`src/rtl/core/rtse_pkg.sv`:
```
package rtse_pkg;

  localparam int unsigned SET_DEPTH_DEF = 256;
  localparam logic [7:0] DELIM_RST = 8'd124;
  localparam logic [7:0] TERM_RST = 8'd10;
  localparam logic [7:0] SPACE_BYTE = 8'h20;
  localparam logic [15:0] SPACE_PAIR = 16'h2020;
  localparam int unsigned OPS_MAX = 3;

  typedef enum logic [0:0] {
    REG_DELIM = 1'b0,
    REG_TERM = 1'b1
  } reg_idx_t;

  typedef enum logic [1:0] {
    OP_OFFER = 2'd0,
    OP_ROWEND = 2'd1,
    OP_CLEAR = 2'd2
  } op_kind_t;

  typedef struct packed {
    op_kind_t kind;
    logic [23:0] tri_val;
    logic last;
  } op_t;

  typedef struct packed {
    logic [31:0] row_number;
    logic [23:0] trigram;
    logic trigram_valid;
    logic row_end;
    logic [8:0] row_trigram_count;
    logic set_overflow;
    logic last_of_input;
  } res_t;

endpackage

```
`src/rtl/core/rtse_opq.sv`:
```
module rtse_opq
  import rtse_pkg::*;
(
  input  logic clk,
  input  logic rst,
  input  logic push,
  output logic push_ready,
  input  op_t  push_op,
  output logic pop_valid,
  input  logic pop,
  output op_t  pop_op
);

  op_t mem [4];
  logic [1:0] wr_ptr;
  logic [1:0] rd_ptr;
  logic [2:0] fill;

  assign push_ready = (fill != 3'd4);
  assign pop_valid = (fill != 3'd0);
  assign pop_op = mem[rd_ptr];

  always_ff @(posedge clk) begin
    if (push && push_ready) begin
      mem[wr_ptr] <= push_op;
    end
  end

  always_ff @(posedge clk) begin
    if (rst) begin
      wr_ptr <= 2'd0;
      rd_ptr <= 2'd0;
      fill <= 3'd0;
    end else begin
      if (push && push_ready) wr_ptr <= wr_ptr + 2'd1;
      if (pop && pop_valid) rd_ptr <= rd_ptr + 2'd1;
      fill <= fill + 3'((push && push_ready) ? 1 : 0) - 3'((pop && pop_valid) ? 1 : 0);
    end
  end

endmodule

```
`config.mk`:
```
export PLATFORM = sky130hd
export DESIGN_NAME = rtse_opq
export DESIGN_NICKNAME = d
export VERILOG_FILES = /design/src/rtl/core/rtse_pkg.sv /design/src/rtl/core/rtse_opq.sv
export SDC_FILE = /design/constraint.sdc
export NUM_CORES = 1
export LEC_CHECK = 0
export CAP_MARGIN = 20
export CORE_UTILIZATION = 55
export CTS_BUF_LIST = sky130_fd_sc_hd__clkbuf_8 sky130_fd_sc_hd__clkbuf_16
export CTS_CLUSTER_SIZE = 24
export DETAILED_ROUTE_END_ITERATION = 8
export DONT_BUFFER_PORTS = 1
export PLACE_DENSITY = 0.7
export SLEW_MARGIN = 20
export SYNTH_ARGS = -nofsm -noshare
export SYNTH_HDL_FRONTEND = slang
export SYNTH_SLANG_ARGS = --single-unit
```
`constraint.sdc`:
```
create_clock -name clk -period 2.9 [get_ports clk]
set_input_delay 0.58 -clock clk [delete_from_list [all_inputs] [get_ports clk]]
set_output_delay 0.58 -clock clk [all_outputs]
set_load 0.01 [all_outputs]
```
Word level (Yosys, flattened, before mapping). Memories as Yosys holds them, arrays and structs flattened. A register that Yosys moved wholly into a read port is not among the register bits. Index checks and enable logic that the tools add are counted.

Equal/unequal tests: 1. $add $sub $neg: 4. Reductions and logical operators: 3. Multiplexer cells: 6.

Operator list (number): $add 2x1->2 const B (2); $mux 1 (4); $mux 2 (2); $add 3x1->3 (1); $ne 3x3->1 const B (1); $reduce_bool 3->1 (1); $sub 3x1->3 (1); $logic_and 1x1->1 (2).

Memories: 1. RAM bits: 108. Output and inout port bits: 29. Bits in registers: 7.

Memory list: mem (depth 4, bits a word 27, read ports 1, clocked after memory_dff 1, wr ports 1, line rtse_opq.sv:14) `op_t mem [4];`.

Longest topological paths before layout.
Word-level depth: 5. Gate-level depth with buffers: 11. Mapped depth without buffers: 11.

Worst setup path before layout. OpenSTA, ideal clock, no wires.

Path kind: input -> register. Start point: input port push. End point: register fill[2]. Slack: 0.705 ns. Path buffers: 0. Arrival time: 2.117 ns. Stages on the path: 10. Library setup time: 0.078 ns. Required time: 2.822 ns. Path through: a21boi_2 -> inv_1 -> ha_1 -> inv_1 -> ha_1 -> inv_1 -> fa_1 -> xor2_1 -> and2_1 -> nor3_1.

Longest elaborated chain between the ends: 4.

Ends and longest elaborated chain: start: declaration (line rtse_opq.sv:6) `input logic push,`; $logic_and 1x1->1 (line rtse_opq.sv:37) `fill <= fill + 3'((push && push_ready) ? 1 : 0) - 3'((pop && pop_valid) ? 1 : 0);`; $mux 1 (line rtse_opq.sv:37); $add 3x1->3 (line rtse_opq.sv:37); $sub 3x1->3 (line rtse_opq.sv:37); end signal: assignment (line rtse_opq.sv:37); end: declaration (line rtse_opq.sv:17) `logic [2:0] fill;`.

Every way passes these cells. A chain may end at the register's enable or synchronous reset.

==> impl_metrics.tcl <==
set metrics [dict create \
    dpl.hpwl_um 4412 \
    cts.sinks 117 \
    worst_pin_slew_ns 0.5268 \
    rr_endpoint "fill[2]" \
    wl_um 7018 \
    synth_top_family_by_area "multiplexers" \
    synth_top_cell_by_area "edfxtp_1" \
    min_from "rst" \
    synth_compound_area_share_pct 0.6521 \
    yosysUniqueCellTypes 25 \
    synth-edff-count 108 \
    core_area_sq_mm 0.007727 \
    synth_area_sq_mm 0.004413 \
    clk_pin_slew_ns 0.05 \
    ys_async_sr_fraction_pct 0 \
    syn_nets 228 \
    finalCritPeriodShare_pct 87.82 \
    postCtsSetupBuffers 0 \
    finalSetupViolations 0 \
    die_w_um 91.58 \
    fp.dieH_um 91.58 \
    grt_pass1_wl_um 10990 \
    drive_gt1_share_pct 28.57 \
    synth_xor_xnor_area_share_pct 0.5954 \
    cp_max_fo 27 \
    cts_hold_buf 0 \
    synth.mux.area_fraction_pct 14.86 \
    final.min_clock_period_ns 2.547 \
    crit_arrival_ns 1.97 \
    final_common_cell "edfxtp_1" \
    ir_drop_mv 0.5572 \
    cts-root-buf "clkbuf_8" \
    fin_util_pct 66.74 \
    reg2reg_slack_ns 0.47 \
    synth_seq_cells 117 \
    yosysWarningCount 0 \
    drtPass1Iterations 4 \
    worstSkewPairLatency_ns 0.50 \
    synth-simple-area-share_pct 2.155 \
    track_usage_pct 18.90 \
    cts_tree "built" \
    h-tree-depth 4 \
    cts_buffers 17 \
    rsz0062_at_grt "false" \
    nets 249 \
    mostFrequentLayoutCells "108 x edfxtp_1, 20 x mux4_2, 16 x clkbuf_16" \
    ctsResizeCount 0 \
    synthTopCellsByArea "edfxtp_1 73%, mux4_2 10%, mux4_1 4.2%" \
    worst-setup-path-type "reg -> out" \
    whs_path_depth 1 \
    ys_seq_area_share_pct 77.57 \
    total_power_w 0.005171 \
    routed_via_density 5.776 \
    postSynthCellCount 190 \
    r2r_cells 11 \
    initial_utilization_pct 57.11 \
    nFillCells 468 \
    syn_avg_cell_area_sq_um 23.23 \
    route.detailed.drc 0 \
    vias 1883 \
    fin_area_sq_mm 0.005157 \
    clock_path_buffers 2 \
    p_per_area_mw_per_mm2 1003 \
    dieArea_sq_mm 0.008386 \
    setup_tns_ns 0 \
    overflow 0 \
    rows 32 \
    synth_fa_ha_area_share_pct 2.155 \
    max_freq_ghz 0.3926 \
    grt_pass1_vias 2031 \
    finalMaxSlewViolations 0 \
    worst_setup_path_end_kind "output pin" \
    io_pins 60 \
    finalHoldViolations 0 \
    antenna_left 0 \
    areaGrowthSynthToFinish_pct 16.87 \
    grt_max_degree 28 \
    antenna_found_initial 0 \
    status "completed" \
    place_congestion 0.7404 \
    start_kind "register" \
    dpl_cell_area_sq_mm 0.004539 \
    port_buffers 0 \
    synth_top_area_share_pct 73.49 \
    ys.flop_type "edfxtp_1" \
    hold_path_class "in -> reg" \
    p_leak_nw 1.708 \
    diodes 0 \
    crit_required_ns 2.32 \
    cap_violations 0 \
    r2r_start "fill[1]" \
    wl_per_cell_um 21.53 \
    drtIter0Drc 98 \
    max-slew-margin-rel_pct 64.83 \
    skew_ns 0.005152 \
]
[report_power, final]
part	total [W]	leakage, nW	switching (W)	internal (W)
combinational	0.000890	0.354	0.000500	0.000390
clock	0.00211	0.291	0.000712	0.00140
sequential	0.00217	1.06	0.0000911	0.00208
total	0.00517	1.71	0.00130	0.00387
[layer usage]
layer  global-route usage (%)  vias up  share of wire (%)
li1                         -      832                  -
met1                    21.21      988                 38
met2                    30.95       53                 54
met3                    8.208       10                6.6
met4                    9.127        0                1.6
met5                        0        -                  0
[synth_stat cells (2+ instances only)]
cell and n:
xor2_1 2, ha_1 6, nor2_1 8, mux4_2 20
nand2b_1 2, inv_1 5, dfxtp_1 9, mux4_1 7
edfxtp_1 108, buf_2 3, and2_1 5, buf_12 2
[worst max-delay path: stages, from the launching register on]
cell and delay (ns):
dfxtp_2 0.31, buf_4 0.43, mux4_1 0.72
[cells by family (layout without fill, tap and decap cells)]
kind of cell,Yosys count,count (layout)
fa+ha+maj,7,7
buf+inv,12,46
compound gates,3,3
mux,29,29
flops,117,117
xor+xnor,3,3
simple gates,19,19
[flip-flops by register name, indices dropped and copies added (netlist names), named ones only]
name    flops
rd_ptr      2
fill        3
mem       108
wr_ptr      2
[layout make-up]
| type | instances | area [sq um] | share of cell area, % |
|---|---|---|---|
| timing repair buffer | 9 | 67.56 | 1.310 |
| sequential | 117 | 3425 | 66.40 |
| inverter | 5 | 18.77 | 0.3639 |
| clock inverter | 15 | 203.9 | 3.954 |
| tap | 102 | 127.6 | 2.475 |
| clock buffer | 17 | 414.1 | 8.030 |
| multi-input combinational | 61 | 900.9 | 17.47 |
[stage by stage]
| stage | setup slack (ns) | cells | hold WS, ns |
|---|---|---|---|
| after global placement | 0.6499 | 294 | 0.4926 |
| after detailed placement | 0.4445 | 294 | 0.5142 |
| after floorplan | 0.7052 | 190 | 0.4820 |
| after CTS | 0.2906 | 326 | 0.1197 |
| after global routing | 0.2375 | 326 | 0.1096 |
| final | 0.3531 | 326 | 0.1395 |
[worst max-delay path by stage]
stage               startpoint         to  slack [ns]  cells after the start
finish                register  pop_op[1]        0.35                      2
global route          register  pop_op[5]        0.24                      2
CTS                   register  pop_op[0]        0.29                      2
detailed placement     fill[1]    fill[2]        0.44                     11
global placement          push    fill[2]        0.65                     10
floorplan                 push    fill[2]        0.71                     10
Power figures use the tool's default switching activity.
