### src/rtl/core/rtse_pkg.sv
package rtse_pkg;

  localparam int unsigned SET_DEPTH_DEF = 256;
  localparam logic [7:0] DELIM_RST = 8'd124;
  localparam logic [7:0] TERM_RST = 8'd10;
  localparam logic [7:0] SPACE_BYTE = 8'h20;
  localparam logic [15:0] SPACE_PAIR = 16'h2020;
  localparam int unsigned OPS_MAX = 3;

  typedef enum logic [0:0] {
    REG_DELIM = 1'b0,
    REG_TERM = 1'b1
  } reg_idx_t;

  typedef enum logic [1:0] {
    OP_OFFER = 2'd0,
    OP_ROWEND = 2'd1,
    OP_CLEAR = 2'd2
  } op_kind_t;

  typedef struct packed {
    op_kind_t kind;
    logic [23:0] tri_val;
    logic last;
  } op_t;

  typedef struct packed {
    logic [31:0] row_number;
    logic [23:0] trigram;
    logic trigram_valid;
    logic row_end;
    logic [8:0] row_trigram_count;
    logic set_overflow;
    logic last_of_input;
  } res_t;

endpackage

### src/rtl/core/rtse_front.sv
module rtse_front
  import rtse_pkg::*;
(
  input  logic       clk,
  input  logic       rst,
  input  logic       in_valid,
  output logic       in_ready,
  input  logic [7:0] in_byte,
  input  logic       cfg_valid,
  input  logic [0:0] cfg_index,
  input  logic [7:0] cfg_data,
  output logic       op_valid,
  input  logic       op_ready,
  output op_t        op
);

  logic [7:0] delim;
  logic [7:0] term;
  logic [15:0] window;
  logic field_pending;
  logic line_nonempty;
  op_t slots [OPS_MAX];
  logic [1:0] remain;
  logic [1:0] ptr;

  op_t slots_next [OPS_MAX];
  logic [1:0] n_next;
  logic [15:0] window_next;
  logic fp_next;
  logic ln_next;

  assign in_ready = (remain == 2'd0);
  assign op_valid = (remain != 2'd0);
  assign op = slots[ptr];

  // split one byte into its queue ops
  always_comb begin
    for (int i = 0; i < OPS_MAX; i++) begin
      slots_next[i] = '{kind: OP_OFFER, tri_val: '0, last: 1'b0};
    end
    n_next = 2'd0;
    window_next = window;
    fp_next = field_pending;
    ln_next = line_nonempty;
    priority if (in_byte == term) begin
      if (field_pending) begin
        slots_next[0].tri_val = {window, SPACE_BYTE};
        slots_next[1].tri_val = {window[7:0], SPACE_PAIR};
        slots_next[2].kind = line_nonempty ? OP_ROWEND : OP_CLEAR;
        slots_next[2].last = 1'b1;
        n_next = 2'd3;
      end else begin
        slots_next[0].kind = line_nonempty ? OP_ROWEND : OP_CLEAR;
        slots_next[0].last = 1'b1;
        n_next = 2'd1;
      end
      window_next = SPACE_PAIR;
      fp_next = 1'b0;
      ln_next = 1'b0;
    end else if (in_byte == delim) begin
      slots_next[0].tri_val = {window, SPACE_BYTE};
      slots_next[1].tri_val = {window[7:0], SPACE_PAIR};
      slots_next[1].last = 1'b1;
      n_next = 2'd2;
      window_next = SPACE_PAIR;
      fp_next = 1'b0;
      ln_next = 1'b1;
    end else begin
      slots_next[0].tri_val = {window, in_byte};
      slots_next[0].last = 1'b1;
      n_next = 2'd1;
      window_next = {window[7:0], in_byte};
      fp_next = 1'b1;
      ln_next = 1'b1;
    end
  end

  always_ff @(posedge clk) begin
    if (rst) begin
      delim <= DELIM_RST;
      term <= TERM_RST;
      window <= SPACE_PAIR;
      field_pending <= 1'b0;
      line_nonempty <= 1'b0;
      remain <= 2'd0;
      ptr <= 2'd0;
    end else begin
      if (cfg_valid) begin
        unique case (reg_idx_t'(cfg_index))
          REG_DELIM: delim <= cfg_data;
          REG_TERM:  term <= cfg_data;
          default:   ;
        endcase
      end
      if (in_valid && in_ready) begin
        slots <= slots_next;
        remain <= n_next;
        ptr <= 2'd0;
        window <= window_next;
        field_pending <= fp_next;
        line_nonempty <= ln_next;
      end else if (op_valid && op_ready) begin
        remain <= remain - 2'd1;
        ptr <= ptr + 2'd1;
      end
    end
  end

endmodule

### config.mk
export PLATFORM = sky130hd
export DESIGN_NAME = rtse_front
export DESIGN_NICKNAME = d
export VERILOG_FILES = /design/src/rtl/core/rtse_pkg.sv /design/src/rtl/core/rtse_front.sv
export SDC_FILE = /design/constraint.sdc
export NUM_CORES = 1
export LEC_CHECK = 0
export BUFFER_PORTS_ARGS = -buffer_cell sky130_fd_sc_hd__buf_2
export CAP_MARGIN = 20
export CORE_ASPECT_RATIO = 1.5
export CORE_MARGIN = 2
export CORE_UTILIZATION = 56
export DETAILED_ROUTE_END_ITERATION = 10
export PLACE_DENSITY = 0.76
export RECOVER_POWER = 25
export SYNTH_ARGS = -nofsm -noshare
export SYNTH_HDL_FRONTEND = slang
export SYNTH_SLANG_ARGS = --single-unit
### constraint.sdc
create_clock -name clk -period 2.73 [get_ports clk]
set_input_delay 0.1365 -clock clk [delete_from_list [all_inputs] [get_ports clk]]
set_output_delay 0.1365 -clock clk [all_outputs]
set_load 0.01 [all_outputs]
======== Word level (Yosys, flattened, before mapping) ========
Cells that the tools add are included.
word-level totals
  bits in latches ......................... 0
  RAM bits ................................ 0
  register bits after elaboration ......... 93
  ROM bits ................................ 0
  output and inout bits ................... 29
  word-level logic and storage cells ...... 56
  memories ................................ 0
  input port bits ......................... 22
operators by class
  $add $sub $neg .......................... 2
  multiplexer cells ....................... 22
  equal/unequal tests ..................... 2
  divide/modulo/power cells ............... 0
  reductions and logical operators ........ 11
  magnitude comparators ................... 1
  bitwise gates (word level) .............. 4
  $mul .................................... 0
  shifts and indexed selects .............. 0
operator list
  cell                   number
  $mux W24               3
  $bmux W27 S2           1
  $mux W27               2
  $mux W25               2
  $mux W16               2
  $eq A8 B8 Y1           2
  $mux W2                6
  $mux W8                1
  $reduce_and A2 Y1      4
  $mux W1                5
  $reduce_bool A2 Y1     2
  $reduce_or A2 Y1       2
  $ge A3 B3 Y1 const B   1
  $not A1 Y1             3
  $not A2 Y3             1
  $add A2 B1 Y2 const B  1
  $logic_and A1 B1 Y1    2
  $logic_not A2 Y1       1
  $sub A2 B1 Y2 const B  1

======== Longest topological paths before layout ========
Gate-level depths: netlist (run 1).
  depth in word-level cells ............... 4
  gate-level depth with buffers ........... 8
  gate-level depth less buffers ........... 7

======== Worst setup path before layout (run 1) ========
OpenSTA, ideal clock, no wires.
  path type ............................... register to register
  start point ............................. register remain[0]
  end point ............................... register slots[0] (netlist bit) (enable)
  required time ........................... 2.336 ns
  stages on the path, launching flop included .. 7
  path slack .............................. 0.457 ns
  arrival time ............................ 1.879 ns
  cell sequence ........................... dfxtp_1 -> inv_1 -> ha_1 -> nand2_1 -> or2_1 -> clkbuf_1 -> inv_1
on the way
  cells in the longest elaborated chain, start to end .. 3
RTL lines
  item                                RTL line           text
  start, declared                     rtse_front.sv:23   logic [1:0] remain;
  start signal, assigned              rtse_front.sv:97   remain <= n_next;
  start signal, assigned              rtse_front.sv:103  remain <= remain - 2'd1;
  $logic_not A2 Y1                    rtse_front.sv:32   assign in_ready = (remain == 2'd0);
  via in_ready                        rtse_front.sv:7    output logic in_ready,
  $logic_and A1 B1 Y1                 rtse_front.sv:95   if (in_valid && in_ready) begin
  $reduce_and A2 Y1 (no source line)  n/a
  end signal, assigned                rtse_front.sv:96   slots <= slots_next;
  end, declared                       rtse_front.sv:22   op_t slots [OPS_MAX];
The timed path passes the listed nets, and every way through them passes these cells.
A chain may end at the register's enable or synchronous reset.

==> results of run 1 <==
## how the worst max path moves through the flow
stage               cells past startpoint        end       from  slack [ns]
global route                            6  slots[47]    term[1]        0.40
floorplan                               6   slots[0]  remain[0]        0.46
detailed placement                      6  slots[47]    term[1]        0.82
finish                                  6  slots[47]    term[1]        0.61
global placement                        6  slots[45]    term[0]        0.86
CTS                                     4      op[1]     ptr[0]        0.77
## stage by stage
step | cells | area, um^2 | util (%)
finish | 426 | 3790 | 65.6
CTS | 426 | 3810 | 65.9
detailed placement | 410 | 3620 | 62.7
floorplan | 298 | 3320 | -
global route | 426 | 3790 | 65.6
global placement | 410 | 3620 | 62.7
## registers in the layout, indices dropped and copies added, names as in the netlist
signal,cells
slots,40
window,16
delim,8
term,8
ptr,2
remain,2
field_pending,1
line_nonempty,1
## cells in the mapped netlist
cell	instances
nand2_1	38
o21ai_0	2
or2_1	1
nor4_1	1
xor2_1	1
and3_1	1
nand4_1	2
nand4_2	2
buf_2	1
buf_6	2
buf_4	1
a21o_1	1
nor2_4	1
a21oi_1	17
nand3b_1	8
nor2_1	19
nor3_2	1
a22oi_1	1
a22o_1	14
xnor2_1	17
edfxtp_1	40
nand2b_1	4
and2_1	24
inv_1	7
nor2b_1	20
dfxtp_1	38
o22ai_2	1
o22ai_1	1
nor2_2	1
mux2i_1	12
ha_1	1
nor3_4	1
and2b_1	5
clkbuf_1	11
nor3_1	1
## report_power, final
group | leakage [uW] | internal [uW] | switching (uW)
Sequential | 0.000685 | 1340 | 57.4
Clock | 0.0000899 | 419 | 401
Combinational | 0.000695 | 188 | 242
Total | 0.00147 | 1950 | 700
## routing by layer
metal	vias up	share of wire, %
li1	1120	-
met5	-	0
met4	0	1.6
met3	7	3.8
met1	997	41
met2	46	54
## kinds of logic after synthesis
family                     after synthesis  share of synthesized area (%)
xor gates and xnor gates                18                           4.74
buffers and inverters                   22                           3.09
muxes                                   12                           3.61
DFF                                     78                           59.0
and+or+nand+nor                        130                           21.6
adders and majority gates                1                          0.376
AOI/OAI and AO/OA                       37                           7.57
## worst max-delay path: cells and delay by family (launching register included)
family                    cells  cell delay, ns
and+or+nand+nor               3            0.74
muxes                         1            0.38
DFF                           1            0.33
buffers and inverters         1            0.23
xor gates and xnor gates      1            0.20
## final cells by class
| cell class | instances | area, um^2 | area share (%) |
|---|---|---|---|
| well taps | 72 | 90.1 | 2.37 |
| flip-flops and latches | 78 | 1960 | 51.7 |
| clock inverters | 6 | 62.6 | 1.65 |
| repair buffers | 55 | 280 | 7.39 |
| inverters | 7 | 26.3 | 0.693 |
| multi-input cells | 198 | 1240 | 32.8 |
| clock buffers | 10 | 128 | 3.36 |
==> results.md, run 1 <==
- Outcome: finished, final reports clean
- Hold crit path type: primary input to register
- Power, Total: around 2600 uW
- CP cell instances: xnor2_1 > nand4_1 > nor2_1 > mux2i_1 > buf_4 > nor2b_1
- Synth warn: 0
- IO Port Bufs: 50
- Final WS setup: roughly 0.6 ns
- Top post-synthesis cells by area: edfxtp_1 36%, dfxtp_1 23%, and2_1 4.5%
- Fillers: 478
- CP startpoint kind: register
- Min-delay src: cfg_data[5]
- Fin crit period: 2.12 ns
- CTS Buf Count: 9
- Post-Syn Area per Cell: 11.2 um^2
- Met3 usage: between 5 and 6%
- Required time worst endpoint: 2.83 ns
- R2R Setup Slk: 0.61 ns
- Max clock buf depth: 2
- Worst Setup End Kind: register
- DP Worst Slack: 0.822 ns
- Final Max Slew Viols: 0
- Core outline area: between 5000 and 6000 um^2
- Post-DP HPWL: roughly 4.3 mm
- CTS tree: built
- Post-Synthesis Cells: 298
- Die area: 6580 um^2
- Global Route Usage Sum: 19.2%
- PD cells: around 700 nW/um^2
- Global-route wire length before repair: 9.36 mm
- Reg clk slew, reported paths: 0.08 ns
- Hold Vio Cnt, Final: 0
- Min-Delay Endpoint: delim[5]
- Diode count: 0
- Core Rows: 34
- Initial antenna violation count: 0
- GR Overflow Total: 0
- FF-to-FF Start: term[1]
- Most common cell after layout, fill and taps aside: buf_2
- Crit-path max FO: 9
- Final setup viols: 0
- CTS sink cnt: about 80
- RSZ-0062 raised after global routing: false
- Syn nets: 321
- Peak supply drop: 391 uV
- Vias in the first global route: between 2000 and 2500
- Worst rel slew slack: 53.5%
- Initial Util: between 50% and 60%
- Vias per cell: 5.09
- #FFs+latches synth: 78
- Final hold slack: 0.0194 ns
- Fmax: 471 MHz
- Initial DRC Count: 42
- Top-Level Pins: 51
- Worst hold path stage count: 3
- Synth top area share: a little over a third
- Setup Fix Bufs, Post-CTS: 0
- Worst Path Class, Setup: register to register
- Total number of H-tree levels: 3
- Post-Syn Area: 3320 um^2
- CTS Hold Bufs: 0
- Final WL: between 5 and 6 mm
- Max-Cap Viols: 0
- Synth cell types: 35
- Cell count of the worst reg-to-reg path: 6
- GR peak layer: met2
- Clock Skew: 0.0107 ns
- Slew @ Worst Pin: 0.697 ns
- Layout cells sized above 1: slightly below 20%
- Global routing met2 resource utilization: 33.0%
- Top cell type by total area after synthesis: edfxtp_1
- Wire per inst: 13.5 um
- Fin Setup TNS: 0 ns
- Grt met1 use: 22.1%
- Sequential area share after synthesis: 59.0%
- Largest net degree at the start of global routing: 41
- Tcrit/Tclk final: 77.8%
- Die width: 66.9 um
- Worst-Skew Late Latency: 0.34 ns
- Die Span Y: 98.3 um
- Critical path data arrival time: 2.22 ns
- Commonest non-fill, non-tap cells in the layout: 47 x buf_2, 40 x edfxtp_1, 38 x nand2_1, 38 x dfxtp_1, 23 x and2_1
- P_leak: 0.00147 uW
- Post-CTS sizing: 0
- RR Endpoint: slots[47]
- Routability congestion estimate: 0.743
- DRC: 0
- Layout area overhead: 14.2%
- Detailed-route via count: 2170
- CTS root buffer: clkbuf_8
- ANT nets after route: 0
- CP max-delay cell: nor2_1
- DRT Pass-1 Iters: 4
- Critical path's largest stage delay: 0.47 ns
- Nets@finish: 372
Power figures use the tool's default switching activity.
==> run 2, diff against run 1 <==
clock period = 2.2 ns   (was 2.73 ns; I/O delays follow)
==> results.md, run 2 (synthesis gave the netlist of run 1 again) <==
- Detailed-route via count: 2230 (+2.8%)
- Core Rows: 34 (unchanged)
- Initial antenna violation count: 0 (unchanged)
- Layout cells sized above 1: 16.9% (-2.9 points)
- Nets@finish: 380 (+2.2%)
- Largest delay share family, worst path: buffers and inverters
- Net Sw Power: 875 uW (+25%)
- CP cell instances: inv_1 > ha_1 > nand2_1 > or2_1 > clkinvlp_4 > buf_12
- ANT nets after route: 0 (unchanged)
- Worst rel slew slack: 56.7% (+3.2 points)
- Worst Setup End Kind: register
- GR Overflow Total: 0 (unchanged)
- Layout area overhead: 17.4%
- Worst Path Class, Setup: register to register
- Most common cell after layout, fill and taps aside: edfxtp_1
- Clock share of power: 33.1% (+2.1 points)
- Cell count of the worst reg-to-reg path: 6 (unchanged)
- Largest Register: slots
- Commonest non-fill, non-tap cells in the layout: 40 x edfxtp_1, 38 x nand2_1, 38 x dfxtp_1, 32 x buf_2, 23 x and2_1
- Setup Fix Bufs, Post-CTS: 0 (unchanged)
- RSZ-0062 raised after global routing: false
- Die Span Y: 98.3 um (unchanged)
- Bufs and invs on worst path: 3 (+2)
- DRC: 0 (unchanged)
- Final WL: 5.90 mm (+2.5%)
- Crit path depth: 6 (unchanged)
- Initial Util: 57.4% (unchanged)
- CTS root buffer: clkbuf_8
- PD cells: 876 nW/um^2 (+25%)
- Worst-Skew Late Latency: 0.34 ns (about the same)
- Clock Skew: 0.0104 ns (-0.000380 ns)
- Crit-path max FO: 34 (+25)
- Initial DRC Count: 48 (+14%)
- Die area: 6580 um^2 (unchanged)
- CTS sink cnt: 78 (unchanged)
- Met3 usage: 4.49% (-0.69 points)
- Fin crit period: 1.79 ns (-0.330 ns)
- Global Route Usage Sum: 20.4% (+1.2 points)
- Slew @ Worst Pin: 0.647 ns (-0.0505 ns)
- Vias per cell: 5.14 (+0.87%)
- Top Registers: slots x40, window x16
- P_leak: 0.00148 uW (+0.75%)
- Max reg flops: 40 (unchanged)
- Critical path's largest stage delay: 0.35 ns (-0.12 ns)
- Required time worst endpoint: 2.29 ns (-0.54 ns)
- Max-Cap Viols: 0 (unchanged)
- CP startpoint kind: register
- Outcome: finished, final reports clean
- Wire per inst: 13.6 um (+0.63%)
- Diode count: 0 (unchanged)
- Die width: 66.9 um (unchanged)
- Tcrit/Tclk final: 81.6% (+3.8 points)
- Reg clk slew, reported paths: 0.08 ns (about the same)
- CTS Buf Count: 9 (unchanged)
- Total number of H-tree levels: 3 (unchanged)
- Routability congestion estimate: 0.747 (+0.55%)
- GR peak layer: met2
- Final Max Slew Viols: 0 (unchanged)
- Final setup viols: 0 (unchanged)
- Internal power: 2540 uW (+30%)
- Max clock buf depth: 2 (unchanged)
- Top-Level Pins: 51 (unchanged)
- Register share of total power: 50.6% (-2.2 points)
- Global-route wire length before repair: 9.90 mm (+5.7%)
- DRT Pass-1 Iters: 4 (unchanged)
- Vias in the first global route: 2137 (+6.7%)
- IO Port Bufs: 50 (unchanged)
- Worst hold path stage count: 3 (unchanged)
- Hold Vio Cnt, Final: 0 (unchanged)
- Hold crit path type: primary input to register
- Fin Setup TNS: 0 ns (unchanged)
- Global routing met2 resource utilization: 37.0% (+4.0 points)
- Peak supply drop: 727 uV (+86%)
- Grt met1 use: 22.2% (+0.051 points)
- Largest net degree at the start of global routing: 35 (-15%)
- CTS tree: built
- Switching share of total power: 25.6% (-0.83 points)
- Final hold slack: 0.0112 ns (-0.00821 ns)
- Core outline area: 5790 um^2 (unchanged)
- Fmax: 557 MHz (+18%)
- Critical path data arrival time: 1.88 ns (-0.34 ns)
- Combinational power share: 16.3% (about the same)
- CP max-delay cell: dfxtp_1
- Post-DP HPWL: 4.33 mm (+0.45%)
[run 2: final timing paths]
kind	from	to	slack (ns)
hold / removal	cfg_data[0]	term[0]	0.01
setup / recovery	remain[0]	slots[51]	0.41
setup reg to reg	remain[0]	slots[51]	0.41
hold reg to reg	term[6]	term[6]	0.47
[run 2: layer usage]
| layer | up-vias | part of all wire (%) |
|---|---|---|
| li1 | 1135 | - |
| met1 | 1041 | 40 |
| met2 | 43 | 55 |
| met3 | 11 | 3.0 |
| met4 | 0 | 2.3 |
| met5 | - | 0 |
[run 2: layout make-up]
type,instances,area [um^2]
Clock buffer,10,128
Clock inverter,6,86.3
Fill cell,464,1880
Inverter,7,30.0
Multi-Input combinational cell,198,1250
Sequential cell,78,1960
Tap cell,72,90.1
Timing Repair Buffer,63,353
[run 2: power by group through the flow]
stage / clock network [uW] / registers [uW] / logic [uW]
floorplan: 0 / 1740 / 385
global route: 1200 / 1740 / 623
CTS: 1150 / 1730 / 577
detailed placement: 0 / 1760 / 568
global placement: 0 / 1760 / 558
finish: 1130 / 1730 / 556
[run 2: through the flow]
step / utilization (%) / cell area (um^2) / power, uW / setup WS (ns) / cells
floorplan: - / 3330 / 2120 / 0.0701 / 298
global placement: 63.2 / 3660 / 2310 / 0.490 / 412
detailed placement: 63.2 / 3660 / 2330 / 0.414 / 412
CTS: 67.9 / 3930 / 3450 / 0.374 / 434
global route: 67.4 / 3900 / 3570 / 0.263 / 434
finish: 67.4 / 3900 / 3420 / 0.405 / 434
[run 2: repair_timing]
action	CTS	global route
hold endpoints to repair	7	0
endpoints found under the setup margin	0	0
resized for setup	0	0
hold buffers	6	0
[run 2: worst register-to-register path, stage by stage, from the launching register on]
cell and delay [ns]:
dfxtp_1 0.35, inv_1 0.05, ha_1 0.25, nand2_1 0.09
or2_1 0.28, clkinvlp_4 0.27, buf_12 0.23
